<file path="config.mk">
export PLATFORM = sky130hd
export DESIGN_NAME = blum_datapath
export DESIGN_NICKNAME = d
export VERILOG_FILES = /design/src/rtl/blum_pkg.sv /design/src/rtl/blum_divider.sv /design/src/rtl/blum_datapath.sv
export SDC_FILE = /design/constraint.sdc
export NUM_CORES = 1
export LEC_CHECK = 0
export ABC_AREA = 1
export BUFFER_PORTS_ARGS = -buffer_cell sky130_fd_sc_hd__buf_2
export CORE_ASPECT_RATIO = 1.1
export CORE_MARGIN = 1.5
export CORE_UTILIZATION = 45
export CTS_CLUSTER_DIAMETER = 60
export DETAILED_ROUTE_END_ITERATION = 16
export HOLD_SLACK_MARGIN = 0.02
export PLACE_DENSITY_LB_ADDON = 0.25
export REMOVE_ABC_BUFFERS = 1
export SLEW_MARGIN = 0
export SYNTH_ARGS = -nofsm -noshare
export SYNTH_HDL_FRONTEND = slang
export SYNTH_SLANG_ARGS = --single-unit
</file>
<file path="constraint.sdc">
create_clock -name clk_i -period 7.1 [get_ports clk_i]
set_clock_uncertainty 0.05 [all_clocks]
set_input_delay 0.71 -clock clk_i [delete_from_list [all_inputs] [get_ports clk_i]]
set_output_delay 0.71 -clock clk_i [all_outputs]
set_load 0.05 [all_outputs]
</file>
<file path="src/rtl/blum_pkg.sv">
package blum_pkg;

  localparam int unsigned ValueW   = 16;
  localparam int unsigned DivisorW = 9;
  localparam int unsigned SmallW   = 8;
  localparam int unsigned StepW    = 5;
  localparam int unsigned DivCntW  = $clog2(ValueW);

  // Jump conditions of the control word; the jump is taken when the condition holds.
  typedef enum logic [3:0] {
    COND_NEVER,
    COND_ALWAYS,
    COND_NO_INPUT,
    COND_D_SQ_GT,
    COND_T_SQ_GT,
    COND_DIV_BUSY,
    COND_REM_ZERO,
    COND_REM_NZ,
    COND_D_NOT3,
    COND_CO_NOT3,
    COND_CO_EQ_D,
    COND_OUT_BUSY
  } cond_e;

  typedef struct packed {
    cond_e            cond;
    logic [StepW-1:0] target;
    logic             accept;
    logic             div_start;
    logic             div_x;
    logic             sq_t;
    logic             ld_prime_d;
    logic             ld_prime_co;
    logic             t_inc;
    logic             d_inc;
    logic             set_hit;
    logic             load_out;
  } ctrl_t;

  typedef struct packed {
    logic d_sq_gt;
    logic t_sq_gt;
    logic div_busy;
    logic rem_zero;
    logic d_not3;
    logic co_not3;
    logic co_eq_d;
    logic out_busy;
  } status_t;

  localparam logic [StepW-1:0] STEP_IDLE      = StepW'(0);
  localparam logic [StepW-1:0] STEP_OUTER     = StepW'(1);
  localparam logic [StepW-1:0] STEP_DIV_V     = StepW'(2);
  localparam logic [StepW-1:0] STEP_WAIT_V    = StepW'(3);
  localparam logic [StepW-1:0] STEP_REM_V     = StepW'(4);
  localparam logic [StepW-1:0] STEP_LOAD_D    = StepW'(5);
  localparam logic [StepW-1:0] STEP_PD_TEST   = StepW'(6);
  localparam logic [StepW-1:0] STEP_PD_DIV    = StepW'(7);
  localparam logic [StepW-1:0] STEP_PD_WAIT   = StepW'(8);
  localparam logic [StepW-1:0] STEP_PD_REM    = StepW'(9);
  localparam logic [StepW-1:0] STEP_PD_NEXT   = StepW'(10);
  localparam logic [StepW-1:0] STEP_LOAD_CO   = StepW'(11);
  localparam logic [StepW-1:0] STEP_CO_DIST   = StepW'(12);
  localparam logic [StepW-1:0] STEP_PC_TEST   = StepW'(13);
  localparam logic [StepW-1:0] STEP_PC_DIV    = StepW'(14);
  localparam logic [StepW-1:0] STEP_PC_WAIT   = StepW'(15);
  localparam logic [StepW-1:0] STEP_PC_REM    = StepW'(16);
  localparam logic [StepW-1:0] STEP_PC_NEXT   = StepW'(17);
  localparam logic [StepW-1:0] STEP_HIT       = StepW'(18);
  localparam logic [StepW-1:0] STEP_NEXT_D    = StepW'(19);
  localparam logic [StepW-1:0] STEP_FINISH    = StepW'(20);
  localparam logic [StepW-1:0] STEP_RETURN    = StepW'(21);

  // The microprogram. Actions of a step happen every cycle the step is held.
  function automatic ctrl_t ucode(input logic [StepW-1:0] step);
    ctrl_t w;
    w        = '0;
    w.cond   = COND_NEVER;
    w.target = STEP_IDLE;
    unique case (step)
      STEP_IDLE: begin
        w.accept = 1'b1;
        w.cond   = COND_NO_INPUT;
        w.target = STEP_IDLE;
      end
      STEP_OUTER: begin
        w.cond   = COND_D_SQ_GT;
        w.target = STEP_FINISH;
      end
      STEP_DIV_V: begin
        w.div_start = 1'b1;
      end
      STEP_WAIT_V: begin
        w.cond   = COND_DIV_BUSY;
        w.target = STEP_WAIT_V;
      end
      STEP_REM_V: begin
        w.cond   = COND_REM_NZ;
        w.target = STEP_NEXT_D;
      end
      STEP_LOAD_D: begin
        w.ld_prime_d = 1'b1;
        w.cond       = COND_D_NOT3;
        w.target     = STEP_NEXT_D;
      end
      STEP_PD_TEST: begin
        w.sq_t   = 1'b1;
        w.cond   = COND_T_SQ_GT;
        w.target = STEP_LOAD_CO;
      end
      STEP_PD_DIV: begin
        w.div_start = 1'b1;
        w.div_x     = 1'b1;
      end
      STEP_PD_WAIT: begin
        w.cond   = COND_DIV_BUSY;
        w.target = STEP_PD_WAIT;
      end
      STEP_PD_REM: begin
        w.cond   = COND_REM_ZERO;
        w.target = STEP_NEXT_D;
      end
      STEP_PD_NEXT: begin
        w.t_inc  = 1'b1;
        w.cond   = COND_ALWAYS;
        w.target = STEP_PD_TEST;
      end
      STEP_LOAD_CO: begin
        w.ld_prime_co = 1'b1;
        w.cond        = COND_CO_NOT3;
        w.target      = STEP_NEXT_D;
      end
      STEP_CO_DIST: begin
        w.cond   = COND_CO_EQ_D;
        w.target = STEP_NEXT_D;
      end
      STEP_PC_TEST: begin
        w.sq_t   = 1'b1;
        w.cond   = COND_T_SQ_GT;
        w.target = STEP_HIT;
      end
      STEP_PC_DIV: begin
        w.div_start = 1'b1;
        w.div_x     = 1'b1;
      end
      STEP_PC_WAIT: begin
        w.cond   = COND_DIV_BUSY;
        w.target = STEP_PC_WAIT;
      end
      STEP_PC_REM: begin
        w.cond   = COND_REM_ZERO;
        w.target = STEP_NEXT_D;
      end
      STEP_PC_NEXT: begin
        w.t_inc  = 1'b1;
        w.cond   = COND_ALWAYS;
        w.target = STEP_PC_TEST;
      end
      STEP_HIT: begin
        w.set_hit = 1'b1;
        w.cond    = COND_ALWAYS;
        w.target  = STEP_FINISH;
      end
      STEP_NEXT_D: begin
        w.d_inc  = 1'b1;
        w.cond   = COND_ALWAYS;
        w.target = STEP_OUTER;
      end
      STEP_FINISH: begin
        w.load_out = 1'b1;
        w.cond     = COND_OUT_BUSY;
        w.target   = STEP_FINISH;
      end
      STEP_RETURN: begin
        w.cond   = COND_ALWAYS;
        w.target = STEP_IDLE;
      end
      default: begin
        w.cond   = COND_ALWAYS;
        w.target = STEP_IDLE;
      end
    endcase
    return w;
  endfunction

endpackage

</file>
<file path="src/rtl/blum_divider.sv">
module blum_divider (
  input  logic                               clk_i,
  input  logic                               rst_ni,
  input  logic                               start_i,
  input  logic [blum_pkg::ValueW-1:0]        dividend_i,
  input  logic [blum_pkg::DivisorW-1:0]      divisor_i,
  output logic                               busy_o,
  output logic [blum_pkg::ValueW-1:0]        quotient_o,
  output logic [blum_pkg::DivisorW-1:0]      remainder_o
);

  localparam int unsigned VW = blum_pkg::ValueW;
  localparam int unsigned DW = blum_pkg::DivisorW;
  localparam int unsigned CW = blum_pkg::DivCntW;

  logic          busy_q, busy_d;
  logic [CW-1:0] cnt_q, cnt_d;
  logic [VW-1:0] quo_q, quo_d;
  logic [DW-1:0] rem_q, rem_d;
  logic [DW-1:0] div_q, div_d;
  logic [DW:0]   trial;
  logic          fits;

  // Restoring division, one quotient bit per cycle; the dividend shifts out of
  // the quotient register from the top while quotient bits enter at the bottom.
  assign trial = {rem_q, quo_q[VW-1]};
  assign fits  = trial >= {1'b0, div_q};

  always_comb begin
    busy_d = busy_q;
    cnt_d  = cnt_q;
    quo_d  = quo_q;
    rem_d  = rem_q;
    div_d  = div_q;
    if (start_i) begin
      busy_d = 1'b1;
      cnt_d  = '0;
      quo_d  = dividend_i;
      rem_d  = '0;
      div_d  = divisor_i;
    end else if (busy_q) begin
      quo_d = {quo_q[VW-2:0], fits};
      rem_d = fits ? DW'(trial - {1'b0, div_q}) : trial[DW-1:0];
      cnt_d = cnt_q + CW'(1);
      if (cnt_q == CW'(VW - 1)) begin
        busy_d = 1'b0;
      end
    end
  end

  always_ff @(posedge clk_i or negedge rst_ni) begin
    if (!rst_ni) begin
      busy_q <= 1'b0;
      cnt_q  <= '0;
    end else begin
      busy_q <= busy_d;
      cnt_q  <= cnt_d;
    end
  end

  always_ff @(posedge clk_i) begin
    quo_q <= quo_d;
    rem_q <= rem_d;
    div_q <= div_d;
  end

  assign busy_o      = busy_q;
  assign quotient_o  = quo_q;
  assign remainder_o = rem_q;

endmodule

</file>
<file path="src/rtl/blum_datapath.sv">
module blum_datapath (
  input  logic                           clk_i,
  input  logic                           rst_ni,
  input  blum_pkg::ctrl_t                ctrl_i,
  input  logic                           in_valid_i,
  input  logic [blum_pkg::ValueW-1:0]    in_value_i,
  input  logic                           out_ready_i,
  output blum_pkg::status_t              status_o,
  output logic                           out_valid_o,
  output logic                           out_is_blum_o,
  output logic [blum_pkg::SmallW-1:0]    out_small_o,
  output logic [blum_pkg::ValueW-1:0]    out_large_o
);

  localparam int unsigned VW = blum_pkg::ValueW;
  localparam int unsigned DW = blum_pkg::DivisorW;
  localparam int unsigned SW = blum_pkg::SmallW;

  logic [VW-1:0]   v_q, x_q, co_q, hi_q;
  logic [DW-1:0]   d_q, t_q;
  logic [SW-1:0]   lo_q;
  logic            hit_q;
  logic            out_valid_q;
  logic            out_is_blum_q;
  logic [SW-1:0]   out_small_q;
  logic [VW-1:0]   out_large_q;

  logic [DW-1:0]   sq_op;
  logic [2*DW-1:0] sq;
  logic [VW-1:0]   sq_ref;
  logic            sq_gt;
  logic            div_busy;
  logic [VW-1:0]   quotient;
  logic [DW-1:0]   remainder;
  logic            out_busy;
  logic            load_out;

  // One shared squarer serves both loop bounds: d*d against the value and
  // t*t against the number under primality test.
  assign sq_op  = ctrl_i.sq_t ? t_q : d_q;
  assign sq_ref = ctrl_i.sq_t ? x_q : v_q;
  assign sq     = sq_op * sq_op;
  assign sq_gt  = sq > {{(2*DW-VW){1'b0}}, sq_ref};

  blum_divider u_divider (
    .clk_i      (clk_i),
    .rst_ni     (rst_ni),
    .start_i    (ctrl_i.div_start),
    .dividend_i (ctrl_i.div_x ? x_q : v_q),
    .divisor_i  (ctrl_i.div_x ? t_q : d_q),
    .busy_o     (div_busy),
    .quotient_o (quotient),
    .remainder_o(remainder)
  );

  assign out_busy = out_valid_q && !out_ready_i;
  assign load_out = ctrl_i.load_out && !out_busy;

  always_comb begin
    status_o          = '0;
    status_o.d_sq_gt  = sq_gt;
    status_o.t_sq_gt  = sq_gt;
    status_o.div_busy = div_busy;
    status_o.rem_zero = remainder == '0;
    status_o.d_not3   = d_q[1:0] != 2'b11;
    status_o.co_not3  = co_q[1:0] != 2'b11;
    status_o.co_eq_d  = co_q == {{(VW-DW){1'b0}}, d_q};
    status_o.out_busy = out_busy;
  end

  always_ff @(posedge clk_i) begin
    if (ctrl_i.accept && in_valid_i) begin
      v_q   <= in_value_i;
      d_q   <= DW'(2);
      hit_q <= 1'b0;
      lo_q  <= '0;
      hi_q  <= '0;
    end
    if (ctrl_i.d_inc) begin
      d_q <= d_q + DW'(1);
    end
    if (ctrl_i.ld_prime_d) begin
      x_q  <= {{(VW-DW){1'b0}}, d_q};
      co_q <= quotient;
      t_q  <= DW'(2);
    end
    if (ctrl_i.ld_prime_co) begin
      x_q <= co_q;
      t_q <= DW'(2);
    end
    if (ctrl_i.t_inc) begin
      t_q <= t_q + DW'(1);
    end
    if (ctrl_i.set_hit) begin
      hit_q <= 1'b1;
      lo_q  <= d_q[SW-1:0];
      hi_q  <= co_q;
    end
    if (load_out) begin
      out_is_blum_q <= hit_q;
      out_small_q   <= lo_q;
      out_large_q   <= hi_q;
    end
  end

  always_ff @(posedge clk_i or negedge rst_ni) begin
    if (!rst_ni) begin
      out_valid_q <= 1'b0;
    end else if (load_out) begin
      out_valid_q <= 1'b1;
    end else if (out_ready_i) begin
      out_valid_q <= 1'b0;
    end
  end

  assign out_valid_o   = out_valid_q;
  assign out_is_blum_o = out_is_blum_q;
  assign out_small_o   = out_small_q;
  assign out_large_o   = out_large_q;

endmodule

</file>
==> out/results.txt <==
status = complete, no violations
post-DR wirelength/cell = 14.3 um
Hold Violations, Final = 0
GRT Resource Usage Total = 18.1%
Die Y-Extent = 155 um
IO Pins = 73
Setup Total Neg Slack = 0 ns
clk buf depth = 2
CTS tree = done
layout cells sized above 1 = 12.9%
VDD IR max = 0.000219 V
Root Driver = clkbuf_16
Slew Limit Fails = 0
antenna violations before repair = 0
nets@finish = 1188
Leak = 0.00509 uW
crit path kind = in2out
ys flop type = edfxtp_1
PortBufs = 63
Period minus WS final = 6.66 ns
Die ar. = 21800 um^2
Antenna Nets Post-Route = 0
Worst path slowest cell = fa_1
Synth cell types = 42
register area = 4550 um^2
Sink Count = 156
pin slew with the least headroom to its limit = 1.07 ns
synthesized area per cell = 9.51 um^2
drt via density = 4.96
Yosys warnings = 0
Cells after Synth = 989
Final setup viols = 0
worst-path maximum fanout = 15
drt total wl = 18900 um
fraction of registers with async set/reset = 3.85%
slew margin rel. = 28.3%
initial DRC count = 455
CTS buffer count = 17
CP peak stage delay = 0.54 ns
R2R setup slack = 4.81 ns
# fillers = 1897
detailed placement HPWL = 14300 um
clock transition at the registers of the reported paths = 0.07 ns
critical path arrival = 5.90 ns
Setup Buffers After CTS = 0
GRT overflow = 0
Die X = 141 um
multi-input logic area = 4020 um^2
fin crit share = 93.9%
Post-synth EDFFs = 140
HP Class = in2async
worst-skew pair later-pin latency = 0.42 ns
Final Wtd Congestion = 0.864
max-cap viol count = 0
CP Capture Type = output pin
sequential share of the synthesized area = 48.4%
diode count = 0
Max H-tree Level = 4
Pwr Density = 357 nW/um^2
Core Box Area = 20500 um^2
DRT Pass-1 Iters = 5
Synth Cell Area = 9400 um^2
Initial Util = 45.9%
pin count of the biggest net entering global routing = 51
vias = 6564
Cell Rows = 55
first-pass GRT wire length = 30600 um
startpoint types = input port
most used cell, CP = nand2_1
Req. time, crit path = 6.34 ns
vias in the first global route = 6258
synth-to-layout area growth = 12.7%
flops & latches, synth = 156
DRC violations left = 0
Max Fclk = 0.150 GHz
total power = 3780 uW
==> path summary, 6_finish.rpt <==
path / startpoint / endpoint / cells past startpoint
max: ctrl_i[6] / status_o[7] / 29
min: rst_ni / u_divider.cnt_q[2]$_DFFE_PN0P_ / 1
max reg2reg: u_divider.quotient_o[15]$_DFFE_PP_ / u_divider.quotient_o[0]$_DFFE_PP_ / 10
min reg2reg: hi_q[3]$_SDFFCE_PN0P_ / out_large_o[3]$_DFFE_PP_ / 0
max in group asynchronous: rst_ni / u_divider.cnt_q[3]$_DFFE_PN0P_ / 1
min in group clk_i: hi_q[3]$_SDFFCE_PN0P_ / out_large_o[3]$_DFFE_PP_ / 0
==> metrics by stage <==
stage | cells | cell area [um^2] | utilization (%) | worst slack, ns | hold slack [ns]
after detailed placement | 1292 | 9990 | 48.7 | 0.0859 | 0.355
after CTS | 1324 | 10600 | 51.6 | 0.0788 | 0.0500
after floorplan | 960 | 9250 | - | 0.634 | 0.350
after global placement | 1292 | 9990 | 48.7 | 0.168 | 0.350
after global routing | 1324 | 10600 | 51.7 | -0.00503 | 0.0523
final | 1324 | 10600 | 51.7 | 0.436 | 0.0560
==> worst max-delay path: cells and delay by family <==
family	cells	cell delay, ns
AO/OA/AOI/OAI	3	0.50
XOR/XNOR	2	0.34
adder cells (fa/ha/maj)	6	2.57
buffers and inverters	6	0.61
AND/OR/NAND/NOR	12	1.16
==> cell type report <==
class	count	share of cell area [%]
inverters	184	6.56
clock buffers	17	4.01
flip-flops and latches	156	43.0
well taps	256	3.02
clock inverters	15	1.57
repair buffers	76	3.95
multi-input cells	620	37.9
==> flip-flops by register name, summed over array words and instances (netlist names), 8 cells and up <==
name,flops
x_q,16
t_q,9
v_q,16
u_divider.remainder_o,9
d_q,9
lo_q,8
hi_q,16
co_q,16
u_divider.div_q,9
out_small_o,8
u_divider.quotient_o,16
out_large_o,16
==> report_power, final <==
group,internal [uW],switching (uW)
Sequential,1120,63.7
Clock,473,418
Combinational,647,1050
Total,2240,1540
==> kinds of logic (layout without fill, tap and decap cells) <==
family / count (synthesis) / in the layout / synth area share (%)
compound gates: 129 / 129 / 8.24
xor+xnor: 31 / 31 / 2.97
fa+ha+maj: 94 / 94 / 15.2
buf+inv: 213 / 292 / 8.99
flops: 156 / 156 / 48.4
simple gates: 366 / 366 / 16.2
==> synthesized netlist by cell type, types with 4 or more instances <==
master,instances,area [um^2]
xor2_1,19,166
nor3_1,9,45.0
o21ai_2,5,43.8
or2_2,6,37.5
xnor2_1,11,96.3
o211ai_1,13,97.6
clkbuf_1,18,67.6
a21o_1,6,45.0
a21oi_1,35,175
inv_1,179,672
o21ai_4,4,65.1
edfxtp_1,140,4200
nor2_1,73,274
buf_4,5,37.5
dfrtp_1,6,150
nor4_1,6,37.5
nand4_1,4,25.0
dfxtp_1,10,200
nand3_1,36,180
o21ai_0,55,275
fa_1,34,681
ha_1,60,751
nand2_1,223,837
==> cells in the final DEF, fill, tap and decap left out, types with 5 or more instances in the layout <==
master / instances
a21o_1: 6
a21oi_1: 35
buf_2: 62
buf_4: 13
clkbuf_16: 17
dfrtp_1: 6
dfxtp_1: 10
edfxtp_1: 140
fa_1: 34
ha_1: 60
inv_1: 179
inv_8: 5
nand2_1: 223
nand3_1: 35
nor2_1: 71
nor3_1: 9
nor4_1: 6
o211ai_1: 13
o21ai_0: 55
o21ai_2: 5
or2_2: 6
xnor2_1: 11
xor2_1: 19
==> layer usage <==
layer | vias to the layer above | routed length, um | global-route usage (%)
met5 | - | 0 | 0
met4 | 0 | 348 | 6.10
met3 | 24 | 663 | 2.32
met2 | 148 | 9320 | 31.7
met1 | 3046 | 8540 | 23.2
li1 | 3346 | - | -
==> timing repair <==
action,CTS,global route
endpoints found under the hold margin,0,0
endpoints found under the setup margin,0,2
hold buffers,0,0
gates resized for setup,0,7
Note: power is estimated with default switching activity, not from simulation.
